`src/hdl/sha256_byte_stream_hasher_macros.svh`:
```
// assertion macros used by the sha256 hasher controller
// no dependencies
`ifndef SHA256_BYTE_STREAM_HASHER_MACROS_SVH
`define SHA256_BYTE_STREAM_HASHER_MACROS_SVH

// implication checked on every rising clock edge outside reset
`define SHA_ASSERT_IMP(label, clk, rst_n, ante, cons) \
  label: assert property (@(posedge clk) disable iff (!rst_n) (ante) |-> (cons)) \
    else $error("assertion failed");

// next-cycle implication
`define SHA_ASSERT_NEXT(label, clk, rst_n, ante, cons) \
  label: assert property (@(posedge clk) disable iff (!rst_n) (ante) |=> (cons)) \
    else $error("assertion failed");

`endif

```
`src/hdl/sha_pkg.sv`:
```
// shared types, constants and round functions for the sha256 hasher
// no dependencies
`default_nettype none
package sha_pkg;

  localparam logic [255:0] InitHash = {
    32'h6a09e667, 32'hbb67ae85, 32'h3c6ef372, 32'ha54ff53a,
    32'h510e527f, 32'h9b05688c, 32'h1f83d9ab, 32'h5be0cd19};

  localparam logic [7:0] PadByte = 8'h80;
  localparam logic [5:0] LenOffset = 6'd56;

  // controller commands to the datapath
  typedef struct packed {
    logic       wr_en;      // write byte into block store
    logic [1:0] wr_sel;     // byte source
    logic [2:0] len_idx;    // length byte index
    logic       len_add;    // add 8 to bit count
    logic       len_clr;    // clear bit count, capture
    logic       cmp_start;  // load round vars from chain, fetch store word 0
    logic       rnd_en;     // run one round
    logic       cmp_fin;    // add round vars into chain
    logic       chain_init; // restore initial hash
    logic       out_load;   // move chain word to output
  } sha_cmd_t;

  localparam logic [1:0] SelData = 2'd0;
  localparam logic [1:0] SelPad  = 2'd1;
  localparam logic [1:0] SelZero = 2'd2;
  localparam logic [1:0] SelLen  = 2'd3;

  typedef struct packed {
    logic [5:0] fill;
  } sha_stat_t;

  function automatic logic [31:0] round_k(input logic [5:0] t);
    logic [31:0] k [64];
    k = '{
      32'h428a2f98, 32'h71374491, 32'hb5c0fbcf, 32'he9b5dba5, 32'h3956c25b, 32'h59f111f1,
      32'h923f82a4, 32'hab1c5ed5, 32'hd807aa98, 32'h12835b01, 32'h243185be, 32'h550c7dc3,
      32'h72be5d74, 32'h80deb1fe, 32'h9bdc06a7, 32'hc19bf174, 32'he49b69c1, 32'hefbe4786,
      32'h0fc19dc6, 32'h240ca1cc, 32'h2de92c6f, 32'h4a7484aa, 32'h5cb0a9dc, 32'h76f988da,
      32'h983e5152, 32'ha831c66d, 32'hb00327c8, 32'hbf597fc7, 32'hc6e00bf3, 32'hd5a79147,
      32'h06ca6351, 32'h14292967, 32'h27b70a85, 32'h2e1b2138, 32'h4d2c6dfc, 32'h53380d13,
      32'h650a7354, 32'h766a0abb, 32'h81c2c92e, 32'h92722c85, 32'ha2bfe8a1, 32'ha81a664b,
      32'hc24b8b70, 32'hc76c51a3, 32'hd192e819, 32'hd6990624, 32'hf40e3585, 32'h106aa070,
      32'h19a4c116, 32'h1e376c08, 32'h2748774c, 32'h34b0bcb5, 32'h391c0cb3, 32'h4ed8aa4a,
      32'h5b9cca4f, 32'h682e6ff3, 32'h748f82ee, 32'h78a5636f, 32'h84c87814, 32'h8cc70208,
      32'h90befffa, 32'ha4506ceb, 32'hbef9a3f7, 32'hc67178f2};
    return k[t];
  endfunction

  function automatic logic [31:0] rotr(input logic [31:0] x, input int unsigned r);
    return (x >> r) | (x << (32 - r));
  endfunction

endpackage
`default_nettype wire

```
`src/hdl/sha_datapath.sv`:
```
// sha256 datapath: block store, bit counter, schedule, round unit, chain words
// depends on sha_pkg
`default_nettype none
module sha_datapath import sha_pkg::*; (
  input  wire logic        clk_i,
  input  wire logic        rst_ni,
  input  wire sha_cmd_t    cmd_i,
  input  wire logic [7:0]  data_byte_i,
  input  wire logic [5:0]  rnd_i,
  input  wire logic [2:0]  out_idx_i,
  output sha_stat_t        stat_o,
  output logic [31:0]      word_o
);

  logic [31:0] store_q [16];
  logic [5:0]  fill_q;
  logic [63:0] len_q, len_cap_q;
  logic [31:0] w_q [16];
  logic [31:0] v_q [8];
  logic [255:0] chain_q;
  logic [31:0] word_q;
  logic [7:0]  wr_byte;
  logic [31:0] rd_word_q;
  logic [3:0]  rd_addr;

  always_comb begin
    case (cmd_i.wr_sel)
      SelData: wr_byte = data_byte_i;
      SelPad:  wr_byte = PadByte;
      SelZero: wr_byte = 8'h00;
      SelLen:  wr_byte = len_cap_q[8*(7-cmd_i.len_idx) +: 8];
      default: wr_byte = 8'h00;
    endcase
  end

  // fetch the word for the next round, word 0 while the block is set up
  assign rd_addr = cmd_i.cmp_start ? 4'd0 : (rnd_i[3:0] + 4'd1);

  // store read one word per cycle, registered
  always_ff @(posedge clk_i) begin
    if (cmd_i.wr_en) store_q[fill_q[5:2]][8*(3-fill_q[1:0]) +: 8] <= wr_byte;
    rd_word_q <= store_q[rd_addr];
  end

  always_ff @(posedge clk_i or negedge rst_ni) begin
    if (!rst_ni) begin
      fill_q  <= '0;
      len_q   <= '0;
      chain_q <= InitHash;
    end else begin
      if (cmd_i.wr_en) fill_q <= fill_q + 6'd1;
      if (cmd_i.len_clr) len_q <= '0;
      else if (cmd_i.len_add) len_q <= len_q + 64'd8;
      if (cmd_i.chain_init) chain_q <= InitHash;
      else if (cmd_i.cmp_fin) begin
        for (int j = 0; j < 8; j++)
          chain_q[255-32*j -: 32] <= chain_q[255-32*j -: 32] + v_q[j];
      end
    end
  end

  // round logic; schedule word for rounds >= 16 comes from the 16-deep window
  logic [31:0] w15, w2, s0, s1, wt, sig1, ch, t1, sig0, maj, t2;
  always_comb begin
    w15  = w_q[1];
    w2   = w_q[14];
    s0   = rotr(w15, 7) ^ rotr(w15, 18) ^ (w15 >> 3);
    s1   = rotr(w2, 17) ^ rotr(w2, 19) ^ (w2 >> 10);
    wt   = (rnd_i < 6'd16) ? rd_word_q : (w_q[0] + s0 + w_q[9] + s1);
    sig1 = rotr(v_q[4], 6) ^ rotr(v_q[4], 11) ^ rotr(v_q[4], 25);
    ch   = (v_q[4] & v_q[5]) ^ (~v_q[4] & v_q[6]);
    t1   = v_q[7] + sig1 + ch + round_k(rnd_i) + wt;
    sig0 = rotr(v_q[0], 2) ^ rotr(v_q[0], 13) ^ rotr(v_q[0], 22);
    maj  = (v_q[0] & v_q[1]) ^ (v_q[0] & v_q[2]) ^ (v_q[1] & v_q[2]);
    t2   = sig0 + maj;
  end

  always_ff @(posedge clk_i) begin
    if (cmd_i.len_clr) len_cap_q <= len_q;
    if (cmd_i.cmp_start) begin
      for (int j = 0; j < 8; j++) v_q[j] <= chain_q[255-32*j -: 32];
    end else if (cmd_i.rnd_en) begin
      v_q[7] <= v_q[6]; v_q[6] <= v_q[5]; v_q[5] <= v_q[4]; v_q[4] <= v_q[3] + t1;
      v_q[3] <= v_q[2]; v_q[2] <= v_q[1]; v_q[1] <= v_q[0]; v_q[0] <= t1 + t2;
      for (int j = 0; j < 15; j++) w_q[j] <= w_q[j+1];
      w_q[15] <= wt;
    end
    if (cmd_i.out_load) word_q <= chain_q[255-32*out_idx_i -: 32];
  end

  assign stat_o.fill    = fill_q;
  assign word_o         = word_q;

endmodule
`default_nettype wire

```
`src/hdl/sha_ctrl.sv`:
```
// sha256 controller: accepts requests, sequences padding, rounds and digest output
// depends on sha_pkg and the assertion macros
`default_nettype none
`include "sha256_byte_stream_hasher_macros.svh"
module sha_ctrl import sha_pkg::*; (
  input  wire logic      clk_i,
  input  wire logic      rst_ni,
  input  wire logic      in_valid_i,
  output logic           in_stall_o,
  input  wire logic      has_byte_i,
  input  wire logic      end_of_message_i,
  output logic           out_valid_o,
  input  wire logic      out_stall_i,
  input  wire sha_stat_t stat_i,
  output sha_cmd_t       cmd_o,
  output logic [5:0]     rnd_o,
  output logic [2:0]     idx_o,
  output logic           last_o
);

  typedef enum logic [2:0] {
    StIdle, StPad, StZero, StLen, StPrep, StRound, StFin, StOut
  } state_e;

  state_e     state_q;
  logic [5:0] rnd_q;
  logic [2:0] idx_q;
  logic       closing_q;  // message end pending after this block
  logic       ovalid_q;
  logic       acc;
  // track padding progress across block boundaries
  logic       pad_done_q, prev_len_q;

  assign in_stall_o  = (state_q != StIdle);
  assign acc         = in_valid_i && (state_q == StIdle);
  assign out_valid_o = ovalid_q;
  assign rnd_o       = rnd_q;
  assign idx_o       = idx_q;
  assign last_o      = (idx_q == 3'd7);

  // state after a store write: full block goes to compression
  function automatic state_e after_write(input logic full, input state_e nxt);
    return full ? StPrep : nxt;
  endfunction

  always_comb begin
    cmd_o = '0;
    cmd_o.wr_sel = SelData;
    cmd_o.len_idx = idx_q;
    case (state_q)
      StIdle: begin
        cmd_o.wr_en   = acc && has_byte_i;
        cmd_o.len_add = acc && has_byte_i;
      end
      StPad: begin
        cmd_o.wr_en = 1'b1; cmd_o.wr_sel = SelPad;
        cmd_o.len_clr = 1'b1;
      end
      StZero: begin
        cmd_o.wr_en = (stat_i.fill != LenOffset); cmd_o.wr_sel = SelZero;
      end
      StLen: begin
        cmd_o.wr_en = 1'b1; cmd_o.wr_sel = SelLen;
      end
      StPrep:  cmd_o.cmp_start = 1'b1;
      StRound: cmd_o.rnd_en = 1'b1;
      StFin:   cmd_o.cmp_fin = 1'b1;
      StOut: begin
        cmd_o.out_load   = !ovalid_q || !out_stall_i;
        cmd_o.chain_init = (!ovalid_q || !out_stall_i) && (idx_q == 3'd7);
      end
      default: ;
    endcase
  end

  always_ff @(posedge clk_i or negedge rst_ni) begin
    if (!rst_ni) begin
      state_q    <= StIdle;
      rnd_q      <= '0;
      idx_q      <= '0;
      closing_q  <= 1'b0;
      ovalid_q   <= 1'b0;
      pad_done_q <= 1'b0;
      prev_len_q <= 1'b0;
    end else begin
      if (state_q == StOut && (!ovalid_q || !out_stall_i)) ovalid_q <= 1'b1;
      else if (ovalid_q && !out_stall_i) ovalid_q <= 1'b0;
      case (state_q)
        StIdle: if (acc) begin
          closing_q <= end_of_message_i;
          idx_q <= '0;
          if (has_byte_i && stat_i.fill == 6'd63) state_q <= StPrep;
          else if (end_of_message_i) state_q <= StPad;
        end
        StPad: begin
          pad_done_q <= 1'b1;
          state_q <= after_write(stat_i.fill == 6'd63, StZero);
        end
        StZero: begin
          if (stat_i.fill == LenOffset) state_q <= StLen;
          else state_q <= after_write(stat_i.fill == 6'd63, StZero);
        end
        StLen: begin
          idx_q <= idx_q + 3'd1;
          if (idx_q == 3'd7) begin
            state_q <= StPrep;
            closing_q <= 1'b1;
            prev_len_q <= 1'b1;
          end
        end
        StPrep: begin
          rnd_q <= '0;
          state_q <= StRound;
        end
        StRound: begin
          rnd_q <= rnd_q + 6'd1;
          if (rnd_q == 6'd63) state_q <= StFin;
        end
        StFin: begin
          idx_q <= '0;
          // closing_q after the length block means digest time
          if (closing_q && stat_i.fill == 6'd0 && idx_q == 3'd0 && prev_len_q)
            state_q <= StOut;
          else if (closing_q && prev_len_q) state_q <= StOut;
          else if (closing_q && !pad_done_q) state_q <= StPad;
          else if (closing_q) state_q <= StZero;
          else state_q <= StIdle;
        end
        StOut: if (!ovalid_q || !out_stall_i) begin
          if (idx_q == 3'd7) begin
            state_q <= StIdle;
            closing_q <= 1'b0;
            pad_done_q <= 1'b0;
            prev_len_q <= 1'b0;
          end else begin
            idx_q <= idx_q + 3'd1;
          end
        end
        default: state_q <= StIdle;
      endcase
    end
  end

  `SHA_ASSERT_IMP(a_stall_busy, clk_i, rst_ni, state_q == StRound, in_stall_o)
  `SHA_ASSERT_NEXT(a_round_wrap, clk_i, rst_ni,
    state_q == StRound && rnd_q == 6'd63, state_q == StFin)
  `SHA_ASSERT_IMP(a_no_write_in_rounds, clk_i, rst_ni, cmd_o.rnd_en, !cmd_o.wr_en)

endmodule
`default_nettype wire

```
`src/hdl/sha256_byte_stream_hasher.sv`:
```
// sha256 byte stream hasher top level: controller plus datapath
// depends on sha_pkg, sha_ctrl, sha_datapath
//
// channel | direction | handshake          | payload
// input   | in        | in_valid, in_stall | has_byte, data_byte, end_of_message
// output  | out       | out_valid, out_stall | digest_word, word_index, last_word
//
// a byte is written while idle; a full block then runs 64 rounds on one round unit
// end of message adds padding, one or two blocks, and 8 output words
// reset clears control, bit counter and restores the initial hash
// input stalls while the block is padding, compressing or delivering the digest
`default_nettype none
module sha256_byte_stream_hasher import sha_pkg::*; (
  input  wire logic        clk_i,
  input  wire logic        rst_ni,
  input  wire logic        in_valid,
  output logic             in_stall,
  input  wire logic        has_byte_i,
  input  wire logic [7:0]  data_byte_i,
  input  wire logic        end_of_message_i,
  output logic             out_valid,
  input  wire logic        out_stall,
  output logic [31:0]      digest_word_o,
  output logic [2:0]       word_index_o,
  output logic             last_word_o
);

  sha_cmd_t   cmd;
  sha_stat_t  stat;
  logic [5:0] rnd;
  logic [2:0] idx;
  logic       last;
  logic [2:0] oidx_q;
  logic       olast_q;

  sha_ctrl u_ctrl (
    .clk_i, .rst_ni,
    .in_valid_i(in_valid), .in_stall_o(in_stall),
    .has_byte_i, .end_of_message_i,
    .out_valid_o(out_valid), .out_stall_i(out_stall),
    .stat_i(stat), .cmd_o(cmd), .rnd_o(rnd), .idx_o(idx), .last_o(last)
  );

  sha_datapath u_dp (
    .clk_i, .rst_ni, .cmd_i(cmd), .data_byte_i, .rnd_i(rnd),
    .out_idx_i(idx), .stat_o(stat), .word_o(digest_word_o)
  );

  always_ff @(posedge clk_i) begin
    if (cmd.out_load) begin
      oidx_q  <= idx;
      olast_q <= last;
    end
  end

  assign word_index_o = oidx_q;
  assign last_word_o  = olast_q;

endmodule
`default_nettype wire
```
`config.mk`:
```
export PLATFORM = sky130hd
export DESIGN_NAME = sha256_byte_stream_hasher
export DESIGN_NICKNAME = d
export VERILOG_FILES = /design/src/hdl/sha_pkg.sv /design/src/hdl/sha_datapath.sv /design/src/hdl/sha_ctrl.sv /design/src/hdl/sha256_byte_stream_hasher.sv
export VERILOG_INCLUDE_DIRS = /design/src /design/src/hdl
export SDC_FILE = /design/constraint.sdc
export NUM_CORES = 2
export LEC_CHECK = 0
export ABC_AREA = 1
export BUFFER_PORTS_ARGS = -buffer_cell sky130_fd_sc_hd__buf_2
export CELL_PAD_IN_SITES_DETAIL_PLACEMENT = 0
export CELL_PAD_IN_SITES_GLOBAL_PLACEMENT = 1
export CORE_MARGIN = 8
export CORE_UTILIZATION = 45
export DETAILED_ROUTE_END_ITERATION = 10
export PLACE_DENSITY = 0.78
export SYNTH_ARGS = -nofsm -noshare
export SYNTH_HDL_FRONTEND = slang
export SYNTH_SLANG_ARGS = --single-unit
```
`constraint.sdc`:
```
create_clock -name clk_i -period 15.8 [get_ports clk_i]
set_input_delay 2.37 -clock clk_i [delete_from_list [all_inputs] [get_ports clk_i]]
set_output_delay 2.37 -clock clk_i [all_outputs]
set_load 0.01 [all_outputs]
```
# Word-level counts from Yosys, hierarchy flattened

Memory sizes are Yosys's and may differ from the RTL's. A register that Yosys moved wholly into a read port is not among the register bits.
Cells that the tools add are included.

Add/subtract/negate cells: 27
Mux-type cells: 60
Shift-type cells: 4
Magnitude comparators: 2
Bitwise operators: 36
Reduce and logical (&&, ||, !) cells: 34
Equality and inequality tests: 22

Operator list:

| kind                      | number |
|---|---|
| $add A32 B32 Y32          | 18 |
| $mux W256                 | 2 |
| $mux W32                  | 12 |
| $xor A32 B32 Y32          | 9 |
| $shiftx A287 B33 Y32      | 1 |
| $and A32 B32 Y32          | 5 |
| $mux W64                  | 2 |
| $add A64 B4 Y64 const B   | 1 |
| $shiftx A64 B33 Y8        | 1 |
| $mux W3                   | 15 |
| $neg A32 Y34              | 1 |
| $shift A8 B34 Y32 const A | 1 |
| $shiftx A8 B34 Y32        | 1 |
| $not A32 Y32              | 1 |
| $or A10 B32 Y32           | 1 |
| $or A13 B32 Y32           | 1 |
| $or A14 B32 Y32           | 1 |
| $or A15 B32 Y32           | 1 |
| $or A19 B32 Y32           | 1 |
| $or A21 B32 Y32           | 1 |
| $or A25 B32 Y32           | 1 |
| $or A26 B32 Y32           | 1 |
| $or A30 B32 Y32           | 1 |
| $or A7 B32 Y32            | 1 |
| other kinds (46)          | 105 |

Input bits: 14
RAM bits: 1280
Memories kept: 4
Bits in read-only memories: 2048
Output and inout bits: 38
Register bits: 442

Memories:

| name            | depth | width | read ports | clocked after memory_dff | write ports | RTL line           | RTL |
|---|---|---|---|---|---|---|---|
| (no name shown) | 64    | 32    | 1          | 0                        | 0           | sha_pkg.sv:50      | `return k[t];` |
| u_dp.store_q    | 16    | 32    | 1          | 1                        | 1           | sha_datapath.sv:15 | `logic [31:0] store_q [16];` |
| u_dp.w_q        | 16    | 32    | 16         | 0                        | 16          | sha_datapath.sv:18 | `logic [31:0] w_q [16];` |
| u_dp.v_q        | 8     | 32    | 8          | 0                        | 8           | sha_datapath.sv:19 | `logic [31:0] v_q [8];` |

# Logic depth before layout (Yosys ltp)

An unclocked memory read counts as a cell.

Depth after elaboration: 11
Mapped depth: 53

# Cells and area by module

A second synthesis with hierarchy kept.

Cell total of the unflattened synthesis: 10313
Area total of the unflattened synthesis: 98937.4 µm²

By module, submodules not included:

| module                    | seq. area each (µm²) | cells an instance | area each (µm²) | instances |
|---|---|---|---|---|
| sha_datapath              | 50123.1              | 10153             | 97728.7         | 1 |
| sha_ctrl                  | 400.4                | 156               | 1088.5          | 1 |
| sha256_byte_stream_hasher | 120.1                | 4                 | 120.1           | 1 |

# Worst setup path before layout

No wires, ideal clock.

Kind: register -> register
Start point: register u_ctrl.state_q[2]
End point: memory u_dp.w_q[0][0], enable pin
Required time: 14724 ps
Cell stages (with the launch flop): 7
Library setup time: 1076 ps
Period minus slack after synthesis: 16487 ps
Data arrival time: 15411 ps
Buffers on the path: 4
Setup slack: -687 ps
Cells stage by stage: dfrtp_1 > buf_2 > inv_1 > nor3_1 > clkbuf_1 > clkbuf_1 > clkbuf_1

RTL lines:

| item                   | RTL line           | RTL |
|---|---|---|
| start, declared        | sha_ctrl.sv:25     | `state_e state_q;` |
| start signal, assigned | sha_ctrl.sv:78     | `state_q <= StIdle;` |
| start signal, assigned | sha_ctrl.sv:92     | `if (has_byte_i && stat_i.fill == 6'd63) state_q <= StPrep;` |
| start signal, assigned | sha_ctrl.sv:93     | `else if (end_of_message_i) state_q <= StPad;` |
| end, declared          | sha_datapath.sv:18 |  |

==> results.yml <==
outcome:
  status: "complete, no violations"
critical_path:
  critPathSlowestCell: "dfrtp_1"
  cp-end-kind: "flip-flop"
  cp.arrival_ps: 10530
  critical_path_class: "reg -> reg"
  crit_family: "adder cells"
  cp_num_buf_inv: 5
  reg2reg_slack_ps: 5870
  r2r_end: "u_dp.v_q[0][29]"
  startpoint: "u_ctrl.rnd_o[0]"
  path_max_fanout: 37
  cp-endpoint: "u_dp.v_q[0][29]"
  crit_path_start_kind: "flip-flop"
  r2r_start: "u_ctrl.rnd_o[0]"
  cpMostUsedCell: "nand2_1"
  required_ps: 16400
  ff2ff_path_depth: 39
  slowest_delay_ps: 880
  cp.depth: 39
detailed_routing:
  num_vias: 75763
  routed_wl_mm: 343.8
  drcViolationCount: 0
  drt-pass1-iter-count: 6
  viasPerCell: 5.842
  wl_per_cell_um: 26.51
  first_iter_violations: 8482
  drtAntennaViolNets: 0
yosys:
  ys_ff_latch: 1748
  synth_edf_count: 1377
  synth_top_family_by_area: "simple AND/OR/NAND/NOR gates"
  post_synth.cell_area_avg_um2: 9.649
  synth_area_um2: 96570
  muxShareOfSynthArea: 0.001244
  yosys_warnings: 0
  synth_fa_ha_area_frac: 0.09547
  synth-compound-area-share: 0.1390
  syn-num-nets: 10629
  synthArstFlopShare: 0.1939
  synth-simple-area-share: 0.1395
  ys_types: 71
  syn_inst: 10008
  ys.flop_type: "edfxtp_1"
  ys_seq_area_frac: 0.5244
  synthXorXnorAreaFrac: 0.03891
floorplan:
  die-area_um2: 229700
  start_util: 0.4513
  num_rows: 170
  die_y_um: 479.2
  io_pins: 52
  die_w_um: 479.2
  coreArea_um2: 214000
global_route:
  grt_max_degree: 181
  grt.overflow.total: 0
  grt_pass1_wl_mm: 500.1
  grt_antenna_before_repair: 16
  grt_pass1_vias: 72010
  grt_util_all_layers: 0.2918
sta:
  max_slew_margin: 0.1746
  setup-violations-final: 0
  fin_skew_ps: 71.31
  drv_slew: 0
  period_needed_ps: 9928
  tightest_slew_ps: 1225
  finalSetupTns_ps: 0
  hold_viol: 0
  fin_crit_sh: 0.6284
  max_freq_ghz: 0.1007
  rsz0062_at_grt: "no"
cts:
  root_buffer: "clkbuf_16"
  clock_latency_ps: 870
  clk_pin_slew_ps: 70
  cts_made_buffers: 189
  cts_max_level: 4
  clock_sinks: 1748
  post-cts-setup-buffers: 0
  postCtsHoldBufs: 0
  cts_buffer_depth: 3
  cts_tree: "done"
  ctsResizeCount: 0
hold_path:
  hold_path.class: "reg -> reg"
  holdPathStages: 0
placed_design:
  portBuffers: 51
  gp_congestion: 0.9842
  hpwl_mm: 252.3
layout:
  fin_nets: 10580
  area_growth_syn_to_layout_pct: 10.23
  drive_above_1_share: 0.06854
run:
  cap_violations: 0
## worst register-to-register path, delay by kind of cell (launching register included)
kind                     cells  cell delay [ps]
adder cells (fa/ha/maj)      9             3760
AO/OA/AOI/OAI               11             2210
AND/OR/NAND/NOR             13             1670
flip-flops                   1              880
buffers and inverters        5              720
XOR/XNOR                     1              450
## stage by stage
step / cells / worst slack, ps / util / cell area (um^2) / hold slack (ps)
after floorplan: 10008 / 7208 / - / 96570 / 400.3
after global placement: 12606 / 6033 / 0.4665 / 99830 / 400.5
after detailed placement: 12606 / 5991 / 0.4665 / 99830 / 404.5
after CTS: 12964 / 5951 / 0.4974 / 106400 / 402.4
after global routing: 12965 / 5166 / 0.4974 / 106400 / 405.9
final: 12969 / 5872 / 0.4975 / 106400 / 395.6
## metal layers
metal / GRT usage / vias up / part of all wire
li1: - / 34436 / -
met5: 0 / - / 0.00022
met3: 0.05668 / 561 / 0.082
met4: 0.09960 / 10 / 0.039
met1: 0.4238 / 37547 / 0.44
met2: 0.4388 / 3209 / 0.43
## cells by family after synthesis
| group | count (synthesis) |
|---|---|
| simple gates | 3283 |
| compound gates | 2347 |
| flops | 1748 |
| buf+inv | 1566 |
| fa+ha+maj | 623 |
| xor+xnor | 429 |
| mux | 12 |
## layout make-up
class | count | area, um^2
repair buffers | 151 | 1066
multi-input cells | 6694 | 40100
well taps | 2838 | 3551
fillers | 19812 | 107500
inverters | 1175 | 4454
flip-flops and latches | 1748 | 50650
clock buffers | 235 | 5055
diodes | 5 | 12.51
clock inverters | 123 | 1553
## worst min-delay path by stage
stage,from,to,slack [ps]
after CTS,u_dp.w_q[10][28],u_dp.w_q[9][28],400
final,u_dp.w_q[12][0],u_dp.w_q[11][0],400
after global routing,u_dp.w_q[7][28],u_dp.w_q[6][28],410
after global placement,u_dp.w_q[6][12],u_dp.w_q[5][12],400
after floorplan,u_dp.w_q[11][0],u_dp.w_q[10][0],400
after detailed placement,u_dp.w_q[11][12],u_dp.w_q[10][12],400
## cells in the mapped netlist (23+ instances only)
| cell | instances | area, um^2 |
|---|---|---|
| nand2_1 | 1537 | 5769 |
| edfxtp_1 | 1377 | 41350 |
| inv_1 | 1160 | 4354 |
| nor2_1 | 1104 | 4144 |
| o21ai_0 | 987 | 4940 |
| a21oi_1 | 689 | 3448 |
| ha_1 | 412 | 5155 |
| nand3_1 | 351 | 1757 |
| clkbuf_1 | 334 | 1254 |
| xor2_1 | 235 | 2058 |
| dfrtp_1 | 203 | 5080 |
| fa_1 | 195 | 3904 |
| xnor2_1 | 194 | 1699 |
| dfstp_2 | 136 | 3573 |
| o22ai_1 | 134 | 838.3 |
| o311ai_0 | 131 | 1147 |
| nor3_1 | 130 | 650.6 |
| a31oi_1 | 73 | 456.7 |
| a21o_1 | 56 | 420.4 |
| nand4_1 | 45 | 281.5 |
| o211ai_1 | 39 | 292.8 |
| o21a_1 | 39 | 292.8 |
| o21bai_1 | 34 | 255.2 |
| or2_2 | 33 | 206.5 |
| buf_2 | 32 | 160.2 |
| dfxtp_1 | 32 | 640.6 |
| nor4_1 | 31 | 193.9 |
| o221ai_1 | 28 | 245.2 |
| o31ai_1 | 28 | 210.2 |
| a221oi_1 | 23 | 201.4 |
| buf_1 | 23 | 86.33 |
## registers in the layout, indices dropped and copies added (netlist names)
name,count
u_ctrl.out_valid_o,1
u_dp.w_q,512
u_ctrl.state_q,3
u_ctrl.closing_q,1
u_dp.v_q,256
u_ctrl.rnd_o,6
u_dp.word_o,32
u_dp.rd_word_q,32
u_dp.stat_o,6
u_dp.store_q,512
u_dp.len_q,61
u_ctrl.prev_len_q,1
u_ctrl.idx_o,3
u_dp.chain_q,256
u_dp.len_cap_q,61
u_ctrl.pad_done_q,1
last_word_o,1
word_index_o,3
## cell usage in the layout, fill, tap and decap left out, types with 131 or more instances in the layout
cell	n
xor2_1	235
dfstp_2	136
dfrtp_1	199
edfxtp_1	1377
nor2_1	1097
o22ai_1	134
fa_1	195
xnor2_1	194
inv_1	1153
nand3_1	351
o311ai_0	131
ha_1	412
o21ai_0	986
nand2_1	1537
clkbuf_16	191
a21oi_1	688
Power is not shown: default switching activity piles up to over one toggle a cycle in this logic, so the estimate is an artifact.
